### src/srhp_pkg.sv
// Shared types and constants for the stepper ramp and homing pulser.
package srhp_pkg;

  localparam int unsigned DELAY_W = 16;
  localparam int unsigned POS_W   = 32;
  localparam int unsigned HITS_W  = 16;

  localparam logic [1:0] REG_ACCEL_STEPS = 2'd0;
  localparam logic [1:0] REG_DECEL_STEPS = 2'd1;
  localparam logic [1:0] REG_SHORT_DELAY = 2'd2;
  localparam logic [1:0] REG_LONG_DELAY  = 2'd3;

  localparam logic CMD_START = 1'b0;
  localparam logic CMD_TICK  = 1'b1;

  localparam logic [DELAY_W-1:0] SHORT_DELAY_RESET = 16'd10;
  localparam logic [DELAY_W-1:0] LONG_DELAY_RESET  = 16'd10;

  typedef enum logic [9:0] {
    ST_IDLE    = 10'b00_0000_0001,
    ST_DIV_LD  = 10'b00_0000_0010,
    ST_DIV_RUN = 10'b00_0000_0100,
    ST_TK1     = 10'b00_0000_1000,
    ST_TK2     = 10'b00_0001_0000,
    ST_TK3     = 10'b00_0010_0000,
    ST_TK4     = 10'b00_0100_0000,
    ST_TK5     = 10'b00_1000_0000,
    ST_OUT     = 10'b01_0000_0000,
    ST_SPARE   = 10'b10_0000_0000
  } state_t;

endpackage

### src/stepper_ramp_homing_pulser.sv
// Stepper move pulser: trapezoidal delay ramp, limit-switch homing, position tracking.
// One result per item. With the ramp off, a start item goes straight to the output; with the ramp on,
// the two ramp increments come from one shared restoring divider, one quotient bit per
// cycle; a zero ramp step count register skips its division. A tick item runs through a
// short compare/update sequence of states, cut short when a limit hit stops the move;
// a tick with no move running goes straight to the output.
// The output register lets the next item be accepted while a result waits.
module stepper_ramp_homing_pulser #(
  parameter int unsigned FRACTION_BITS = 16
) (
  input  logic        clk,
  input  logic        rst_n,
  input  logic        cfg_we,
  input  logic [1:0]  cfg_index,
  input  logic [15:0] cfg_wdata,
  input  logic        in_valid,
  output logic        in_ready,
  input  logic        in_command,
  input  logic        in_move_up,
  input  logic [31:0] in_step_count,
  input  logic [31:0] in_top_height,
  input  logic [15:0] in_allowed_hits,
  input  logic        in_no_switch,
  input  logic        in_limit_hit,
  output logic        out_valid,
  input  logic        out_ready,
  output logic        out_pulse,
  output logic [15:0] out_delay_us,
  output logic [31:0] out_position,
  output logic        out_homed,
  output logic        out_done_res
);

  localparam int unsigned DW  = srhp_pkg::DELAY_W + FRACTION_BITS;
  localparam int unsigned CW  = $clog2(DW);

  srhp_pkg::state_t state_r, state_nxt;

  logic [15:0] accel_steps_r, decel_steps_r, short_delay_r, long_delay_r;

  logic [31:0] position_r;
  logic        homed_r;
  logic [DW-1:0] cur_delay_r;
  logic [31:0] step_index_r;
  logic [31:0] steps_total_r;
  logic [31:0] top_r;
  logic [15:0] hits_left_r;
  logic        dir_up_r;
  logic        ramp_en_r;
  logic [DW-1:0] accel_inc_r, decel_inc_r;
  logic [15:0] last_delay_r;
  logic        move_active_r;

  logic        hit_r;
  logic        res_pulse_r;
  logic        driving_r, accel_ph_r, decel_ph_r, above_short_r;
  logic [31:0] decel_from_r;

  logic [DW-1:0] span_r;
  logic [DW-1:0] quo_r;
  logic [15:0]   rem_r;
  logic [CW-1:0] cnt_r;
  logic          div_sel_r;

  logic          out_valid_r;
  logic          out_pulse_r;
  logic [15:0]   out_delay_r;
  logic [31:0]   out_position_r;
  logic          out_homed_r;
  logic          out_done_r;

  logic          in_fire;
  logic          out_load;
  logic [15:0]   divisor;
  logic [16:0]   trial;
  logic [16:0]   trial_sub;
  logic          q_bit;
  logic [DW-1:0] quo_nxt;
  logic [DW-1:0] short_fx;
  logic [DW:0]   dsum;
  logic [DW:0]   asub;
  logic [DW-1:0] cur_delay_nxt;
  logic          stop_hit;
  logic [31:0]   pos_base;

  assign in_ready  = (state_r == srhp_pkg::ST_IDLE);
  assign in_fire   = in_valid && in_ready;
  assign out_load  = (state_r == srhp_pkg::ST_OUT) && (!out_valid_r || out_ready);

  assign divisor   = div_sel_r ? decel_steps_r : accel_steps_r;
  assign trial     = {rem_r, quo_r[DW-1]};
  assign trial_sub = trial - {1'b0, divisor};
  assign q_bit     = !trial_sub[16];
  assign quo_nxt   = {quo_r[DW-2:0], q_bit};

  assign short_fx  = {short_delay_r, {FRACTION_BITS{1'b0}}};
  assign dsum      = {1'b0, cur_delay_r} + {1'b0, decel_inc_r};
  assign asub      = {1'b0, cur_delay_r} - {1'b0, accel_inc_r};

  always_comb begin
    cur_delay_nxt = cur_delay_r;
    if (accel_ph_r) begin
      if (above_short_r) begin
        cur_delay_nxt = asub[DW] ? '0 : asub[DW-1:0];
      end else begin
        cur_delay_nxt = short_fx;
      end
    end else if (decel_ph_r) begin
      if (dsum[DW] || (&dsum[DW-1:FRACTION_BITS] && |dsum[FRACTION_BITS-1:0])) begin
        cur_delay_nxt = {{srhp_pkg::DELAY_W{1'b1}}, {FRACTION_BITS{1'b0}}};
      end else begin
        cur_delay_nxt = dsum[DW-1:0];
      end
    end
  end

  assign stop_hit = !driving_r && hit_r && (hits_left_r < 16'd2);
  assign pos_base = (!driving_r && hit_r) ? (dir_up_r ? top_r : 32'd0) : position_r;

  always_comb begin
    state_nxt = state_r;
    unique case (state_r)
      srhp_pkg::ST_IDLE: begin
        if (in_fire) begin
          if (in_command == srhp_pkg::CMD_START) begin
            state_nxt = (long_delay_r > short_delay_r) ? srhp_pkg::ST_DIV_LD
                                                       : srhp_pkg::ST_OUT;
          end else begin
            state_nxt = move_active_r ? srhp_pkg::ST_TK1 : srhp_pkg::ST_OUT;
          end
        end
      end
      srhp_pkg::ST_DIV_LD: begin
        if (divisor == 16'd0) begin
          state_nxt = div_sel_r ? srhp_pkg::ST_OUT : srhp_pkg::ST_DIV_LD;
        end else begin
          state_nxt = srhp_pkg::ST_DIV_RUN;
        end
      end
      srhp_pkg::ST_DIV_RUN: begin
        if (cnt_r == CW'(DW - 1)) begin
          state_nxt = div_sel_r ? srhp_pkg::ST_OUT : srhp_pkg::ST_DIV_LD;
        end
      end
      srhp_pkg::ST_TK1: state_nxt = srhp_pkg::ST_TK2;
      srhp_pkg::ST_TK2: state_nxt = srhp_pkg::ST_TK3;
      srhp_pkg::ST_TK3: state_nxt = srhp_pkg::ST_TK4;
      srhp_pkg::ST_TK4: state_nxt = stop_hit ? srhp_pkg::ST_OUT : srhp_pkg::ST_TK5;
      srhp_pkg::ST_TK5: state_nxt = srhp_pkg::ST_OUT;
      srhp_pkg::ST_OUT: begin
        if (out_load) begin
          state_nxt = srhp_pkg::ST_IDLE;
        end
      end
      default: state_nxt = srhp_pkg::ST_IDLE;
    endcase
  end

  always_ff @(posedge clk) begin
    if (!rst_n) begin
      state_r       <= srhp_pkg::ST_IDLE;
      accel_steps_r <= '0;
      decel_steps_r <= '0;
      short_delay_r <= srhp_pkg::SHORT_DELAY_RESET;
      long_delay_r  <= srhp_pkg::LONG_DELAY_RESET;
      position_r    <= '0;
      homed_r       <= 1'b0;
      cur_delay_r   <= '0;
      step_index_r  <= '0;
      steps_total_r <= '0;
      top_r         <= '0;
      hits_left_r   <= '0;
      dir_up_r      <= 1'b0;
      ramp_en_r     <= 1'b0;
      accel_inc_r   <= '0;
      decel_inc_r   <= '0;
      last_delay_r  <= '0;
      move_active_r <= 1'b0;
      res_pulse_r   <= 1'b0;
      div_sel_r     <= 1'b0;
      cnt_r         <= '0;
      out_valid_r   <= 1'b0;
    end else begin
      state_r <= state_nxt;

      if (cfg_we) begin
        unique case (cfg_index)
          srhp_pkg::REG_ACCEL_STEPS: accel_steps_r <= cfg_wdata;
          srhp_pkg::REG_DECEL_STEPS: decel_steps_r <= cfg_wdata;
          srhp_pkg::REG_SHORT_DELAY: short_delay_r <= cfg_wdata;
          srhp_pkg::REG_LONG_DELAY:  long_delay_r  <= cfg_wdata;
        endcase
      end

      if (out_load) begin
        out_valid_r <= 1'b1;
      end else if (out_ready) begin
        out_valid_r <= 1'b0;
      end

      unique case (state_r)
        srhp_pkg::ST_IDLE: begin
          if (in_fire) begin
            hit_r       <= in_limit_hit;
            res_pulse_r <= 1'b0;
            if (in_command == srhp_pkg::CMD_START) begin
              dir_up_r      <= in_move_up;
              steps_total_r <= in_step_count;
              top_r         <= in_top_height;
              hits_left_r   <= in_allowed_hits;
              if (in_no_switch) begin
                homed_r <= 1'b1;
              end
              ramp_en_r     <= long_delay_r > short_delay_r;
              accel_inc_r   <= '0;
              decel_inc_r   <= '0;
              span_r        <= {long_delay_r - short_delay_r, {FRACTION_BITS{1'b0}}};
              cur_delay_r   <= {long_delay_r, {FRACTION_BITS{1'b0}}};
              last_delay_r  <= long_delay_r;
              step_index_r  <= '0;
              move_active_r <= in_step_count != 32'd0;
              div_sel_r     <= 1'b0;
            end
          end
        end
        srhp_pkg::ST_DIV_LD: begin
          if (divisor == 16'd0) begin
            if (div_sel_r) begin
              decel_inc_r <= span_r;
            end else begin
              accel_inc_r <= span_r;
              div_sel_r   <= 1'b1;
            end
          end else begin
            quo_r <= span_r;
            rem_r <= '0;
            cnt_r <= '0;
          end
        end
        srhp_pkg::ST_DIV_RUN: begin
          quo_r <= quo_nxt;
          rem_r <= q_bit ? trial_sub[15:0] : trial[15:0];
          cnt_r <= cnt_r + CW'(1);
          if (cnt_r == CW'(DW - 1)) begin
            if (div_sel_r) begin
              decel_inc_r <= quo_nxt;
            end else begin
              accel_inc_r <= quo_nxt;
              div_sel_r   <= 1'b1;
            end
          end
        end
        srhp_pkg::ST_TK1: begin
          driving_r    <= dir_up_r ? (homed_r && (position_r < top_r)) : homed_r;
          accel_ph_r   <= {1'b0, step_index_r} < ({17'd0, accel_steps_r} + 33'd1);
          decel_from_r <= steps_total_r - ({16'd0, decel_steps_r} + 32'd1);
        end
        srhp_pkg::ST_TK2: begin
          decel_ph_r    <= step_index_r > decel_from_r;
          above_short_r <= cur_delay_r > short_fx;
        end
        srhp_pkg::ST_TK3: begin
          if (driving_r) begin
            if (ramp_en_r) begin
              cur_delay_r  <= cur_delay_nxt;
              last_delay_r <= cur_delay_nxt[DW-1:FRACTION_BITS];
            end else begin
              cur_delay_r <= short_fx;
            end
          end else begin
            last_delay_r <= '0;
          end
        end
        srhp_pkg::ST_TK4: begin
          if (stop_hit) begin
            homed_r       <= 1'b1;
            position_r    <= pos_base;
            move_active_r <= 1'b0;
            res_pulse_r   <= 1'b0;
          end else begin
            if (!driving_r && hit_r) begin
              hits_left_r <= hits_left_r - 16'd1;
            end
            if (dir_up_r) begin
              position_r <= pos_base + 32'd1;
              if (!driving_r && hit_r) begin
                homed_r <= 1'b1;
              end
            end else if (pos_base != 32'd0) begin
              position_r <= pos_base - 32'd1;
              if (!driving_r && hit_r) begin
                homed_r <= 1'b1;
              end
            end else begin
              position_r <= pos_base;
              homed_r    <= 1'b0;
            end
            step_index_r <= step_index_r + 32'd1;
          end
        end
        srhp_pkg::ST_TK5: begin
          move_active_r <= step_index_r < steps_total_r;
          res_pulse_r   <= 1'b1;
        end
        srhp_pkg::ST_OUT: begin
        end
        default: begin
        end
      endcase
    end
  end

  always_ff @(posedge clk) begin
    if (out_load) begin
      out_pulse_r    <= res_pulse_r;
      out_delay_r    <= res_pulse_r ? last_delay_r : 16'd0;
      out_position_r <= position_r;
      out_homed_r    <= homed_r;
      out_done_r     <= !move_active_r;
    end
  end

  assign out_valid    = out_valid_r;
  assign out_pulse    = out_pulse_r;
  assign out_delay_us = out_delay_r;
  assign out_position = out_position_r;
  assign out_homed    = out_homed_r;
  assign out_done_res = out_done_r;

endmodule
### config.mk
export PLATFORM = sky130hd
export DESIGN_NAME = stepper_ramp_homing_pulser
export DESIGN_NICKNAME = d
export VERILOG_FILES = /design/src/srhp_pkg.sv /design/src/stepper_ramp_homing_pulser.sv
export SDC_FILE = /design/constraint.sdc
export NUM_CORES = 2
export LEC_CHECK = 0
export BUFFER_PORTS_ARGS = -buffer_cell sky130_fd_sc_hd__buf_2
export CORE_UTILIZATION = 63
export DETAILED_ROUTE_END_ITERATION = 7
export PLACE_DENSITY = 0.93
export SKIP_LAST_GASP = 1
export SYNTH_ARGS = -nofsm -noshare
export SYNTH_HDL_FRONTEND = slang
export SYNTH_SLANG_ARGS = --single-unit
### constraint.sdc
create_clock -name clk -period 6 [get_ports clk]
set_input_delay 0.6 -clock clk [delete_from_list [all_inputs] [get_ports clk]]
set_output_delay 0.6 -clock clk [all_outputs]
set_load 0.1 [all_outputs]
==> impl_metrics.py <==
metrics = {
    "route": {
        "wl_met1_um": 36300,
        "viasPerCell": 6.52,
        "wl_met2_um": 40800,
        "dr_wl_met3_um": 9970,
        "firstDrtPassIters": 8,
        "wl_per_cell_um": 20.8,
        "highest_layer": "met5",
        "final_antenna_net_count": 0,
        "drt_iter0_drc": 3696,
        "wl_um": 91700,
        "via_count": 28798,
        "drcViolationCount": 1,
    },
    "yosys": {
        "async_flop_share": 0,
        "synth_ff_type": "dfxtp_1",
        "postSynthAreaPerCell_um2": 8.34,
        "synth_area_um2": 30800,
        "syn_nets": 4047,
        "synth_seq_cells": 493,
        "yosysWarningCount": 0,
        "synth-edff-count": 152,
        "seq_area_frac_synth": 0.370,
        "ys_types": 100,
        "synthCells": 3689,
    },
    "flow_run": {
        "maxCapViolCount": 0,
    },
    "global_route": {
        "antenna_found_initial": 3,
        "grt_start_max_net_pins": 101,
        "grt.overflow.total": 0,
        "gr-usage-all-layers": 0.360,
        "grt_pass1_vias": 26979,
        "grt_pass1_wl_um": 143000,
    },
    "finish": {
        "final_cell_mix": "nand2_1 (572), a21oi_1 (341), dfxtp_1 (341), nor2_1 (276), ha_1 (246)",
        "layout.nets": 4117,
        "n_antenna_cell": 0,
        "fin_util": 0.704,
        "drive_gt1_frac": 0.0929,
        "syn_to_final_growth_pct": 9.70,
        "final_common_cell": "nand2_1",
    },
    "setup_path": {
        "critPathMaxFanout": 22,
        "arrival_ns": 4.96,
        "critPathKind": "reg -> reg",
        "start_kind": "flop",
        "worstSetupEndpointType": "flop",
        "crit_required_ns": 6.44,
    },
    "sta": {
        "worst_slack_ns": 1.48,
        "min_period_ns": 4.52,
        "fmax_mhz": 221,
        "finalSetupTns_ns": 0,
        "setup_viol": 0,
        "rsz0062_at_grt": "false",
        "hold_viol_final": 0,
        "post-route-period-util": 0.753,
        "finalMaxSlewViolations": 0,
        "finClkSkew_ns": 0.0264,
        "slew_headroom": 0.108,
        "final.hold.worst_slack_ns": 0.159,
        "tightest_slew_ns": 1.33,
    },
    "clocking": {
        "cts_root_buffer": "clkbuf_16",
        "postCtsSetupBuffers": 0,
        "insertion_delay_ns": 0.63,
        "hold_buffers": 0,
        "cts_tree": "built",
        "cts-htree-levels": 2,
        "cts_made_buffers": 52,
        "cts.sinks": 493,
        "clock_path_buffers": 3,
        "cts_resized": 0,
        "clkTransAtPathRegs_ns": 0.06,
    },
    "die": {
        "initial_core_util": 0.642,
        "die_h_um": 223,
        "design.core.area_um2": 47900,
        "chipWidth_um": 223,
        "fp-row-count": 80,
        "die_area_um2": 49700,
        "ios": 160,
    },
    "power_and_ir_drop": {
        "cellPowerDensity_nw_per_um2": 365,
        "ir_worst_vdd_mv": 0.227,
        "leakage_nw": 13.6,
    },
    "placement": {
        "place_hpwl_um": 65200,
        "dp_slack_ns": 1.54,
        "gp_congestion": 1.05,
        "port_buffers": 159,
    },
    "outcome": {
        "status": "finished, violations left",
        "violations": "DRC",
    },
    "worst_hold_path": {
        "min_path_type": "in -> reg",
    },
}
-- where the power goes --
| part | switching [W] | internal, W |
|---|---|---|
| registers | 0.000324 | 0.00383 |
| clock network | 0.00144 | 0.00213 |
| logic | 0.00306 | 0.00153 |
| total | 0.00482 | 0.00749 |
-- logic make-up after synthesis --
logic type | Yosys count | share of synthesized area
and+or+nand+nor | 1381 | 0.214
adders and majority gates | 251 | 0.103
muxes | 52 | 0.0175
xor gates and xnor gates | 163 | 0.0464
AOI/OAI and AO/OA | 954 | 0.198
DFF | 493 | 0.370
buffers and inverters | 395 | 0.0508
-- path summary, 6_finish.rpt --
path,startpoint,end,slack (ns),cells after the start
worst max-delay path,div_sel_r,rem_r[0],1.48,17
worst min-delay path,in_limit_hit,hit_r,0.16,1
worst max register to register,div_sel_r,rem_r[0],1.48,17
worst min register to register,accel_inc_r[7],accel_inc_r[7],0.45,2
-- per-layer routing --
| layer | GRT usage | vias to the layer above |
|---|---|---|
| met5 | 0 | - |
| met4 | 0.167 | 6 |
| met3 | 0.0811 | 342 |
| met2 | 0.562 | 1663 |
| met1 | 0.474 | 13490 |
| li1 | - | 13297 |
-- stage by stage --
step                std cells  power (W)  area [um^2]
CTS                      4416     0.0121        33700
finish                   4416     0.0123        33700
detailed placement       4320    0.00858        31900
global placement         4320    0.00850        31900
global route             4416     0.0128        33700
floorplan                3689    0.00737        30800
-- area by class of cell --
cell class	count	area [um^2]
repair buffers	186	998
clock buffers	65	1500
multi-input cells	2801	17800
flip-flops and latches	493	11400
fillers	3473	14200
inverters	225	852
well taps	615	769
clock inverters	31	393
-- cell usage after synthesis (all sizes together), types with 12 or more instances --
cell	count	share of area
a211oi	72	0.018
nand2	573	0.070
nor2b	33	0.0068
nand3	99	0.017
o21a	33	0.0081
and4	14	0.0040
nor2	278	0.034
nor4	46	0.0098
inv	225	0.027
clkbuf	129	0.016
and4b	20	0.0065
a311oi	12	0.0036
nor3	60	0.011
buf	41	0.0076
ha	246	0.10
and3	36	0.0073
dfxtp	341	0.22
mux2i	41	0.013
o31ai	21	0.0070
a22oi	42	0.010
xnor2	99	0.028
a21oi	351	0.059
o21ai	173	0.028
nand4	60	0.012
a31oi	39	0.0079
edfxtp	152	0.15
a21o	79	0.019
or3	26	0.0053
o211ai	23	0.0058
and2	52	0.011
a221oi	13	0.0037
xor2	64	0.018
nand2b	40	0.0081
-- critical path, cell delays in order, from the launching register on --
cell and delay [ns]:
dfxtp_1 0.31, buf_4 0.33, mux2i_1 0.29, inv_1 0.07
ha_1 0.21, fa_1 0.40, nor2b_1 0.16, o31ai_1 0.11
a21oi_1 0.20, nand4_1 0.15, a31oi_1 0.29, nand4_1 0.15
nand3b_1 0.11, a21oi_1 0.10, xnor2_2 0.90, buf_4 0.30
nor2_1 0.05, a211oi_1 0.21
-- state kept, by name, summed over array words and instances, names as in the netlist, 16 cells and up --
register / cells
top_r: 32
accel_inc_r: 32
quo_r: 32
decel_inc_r: 32
step_index_r: 32
decel_from_r: 32
position_r: 32
hits_left_r: 16
out_position: 32
out_delay_us: 16
cur_delay_r: 32
span_r: 16
steps_total_r: 32
last_delay_r: 16
long_delay_r: 16
short_delay_r: 16
decel_steps_r: 16
accel_steps_r: 16
rem_r: 16
Note: power is estimated with default switching activity, not from simulation.
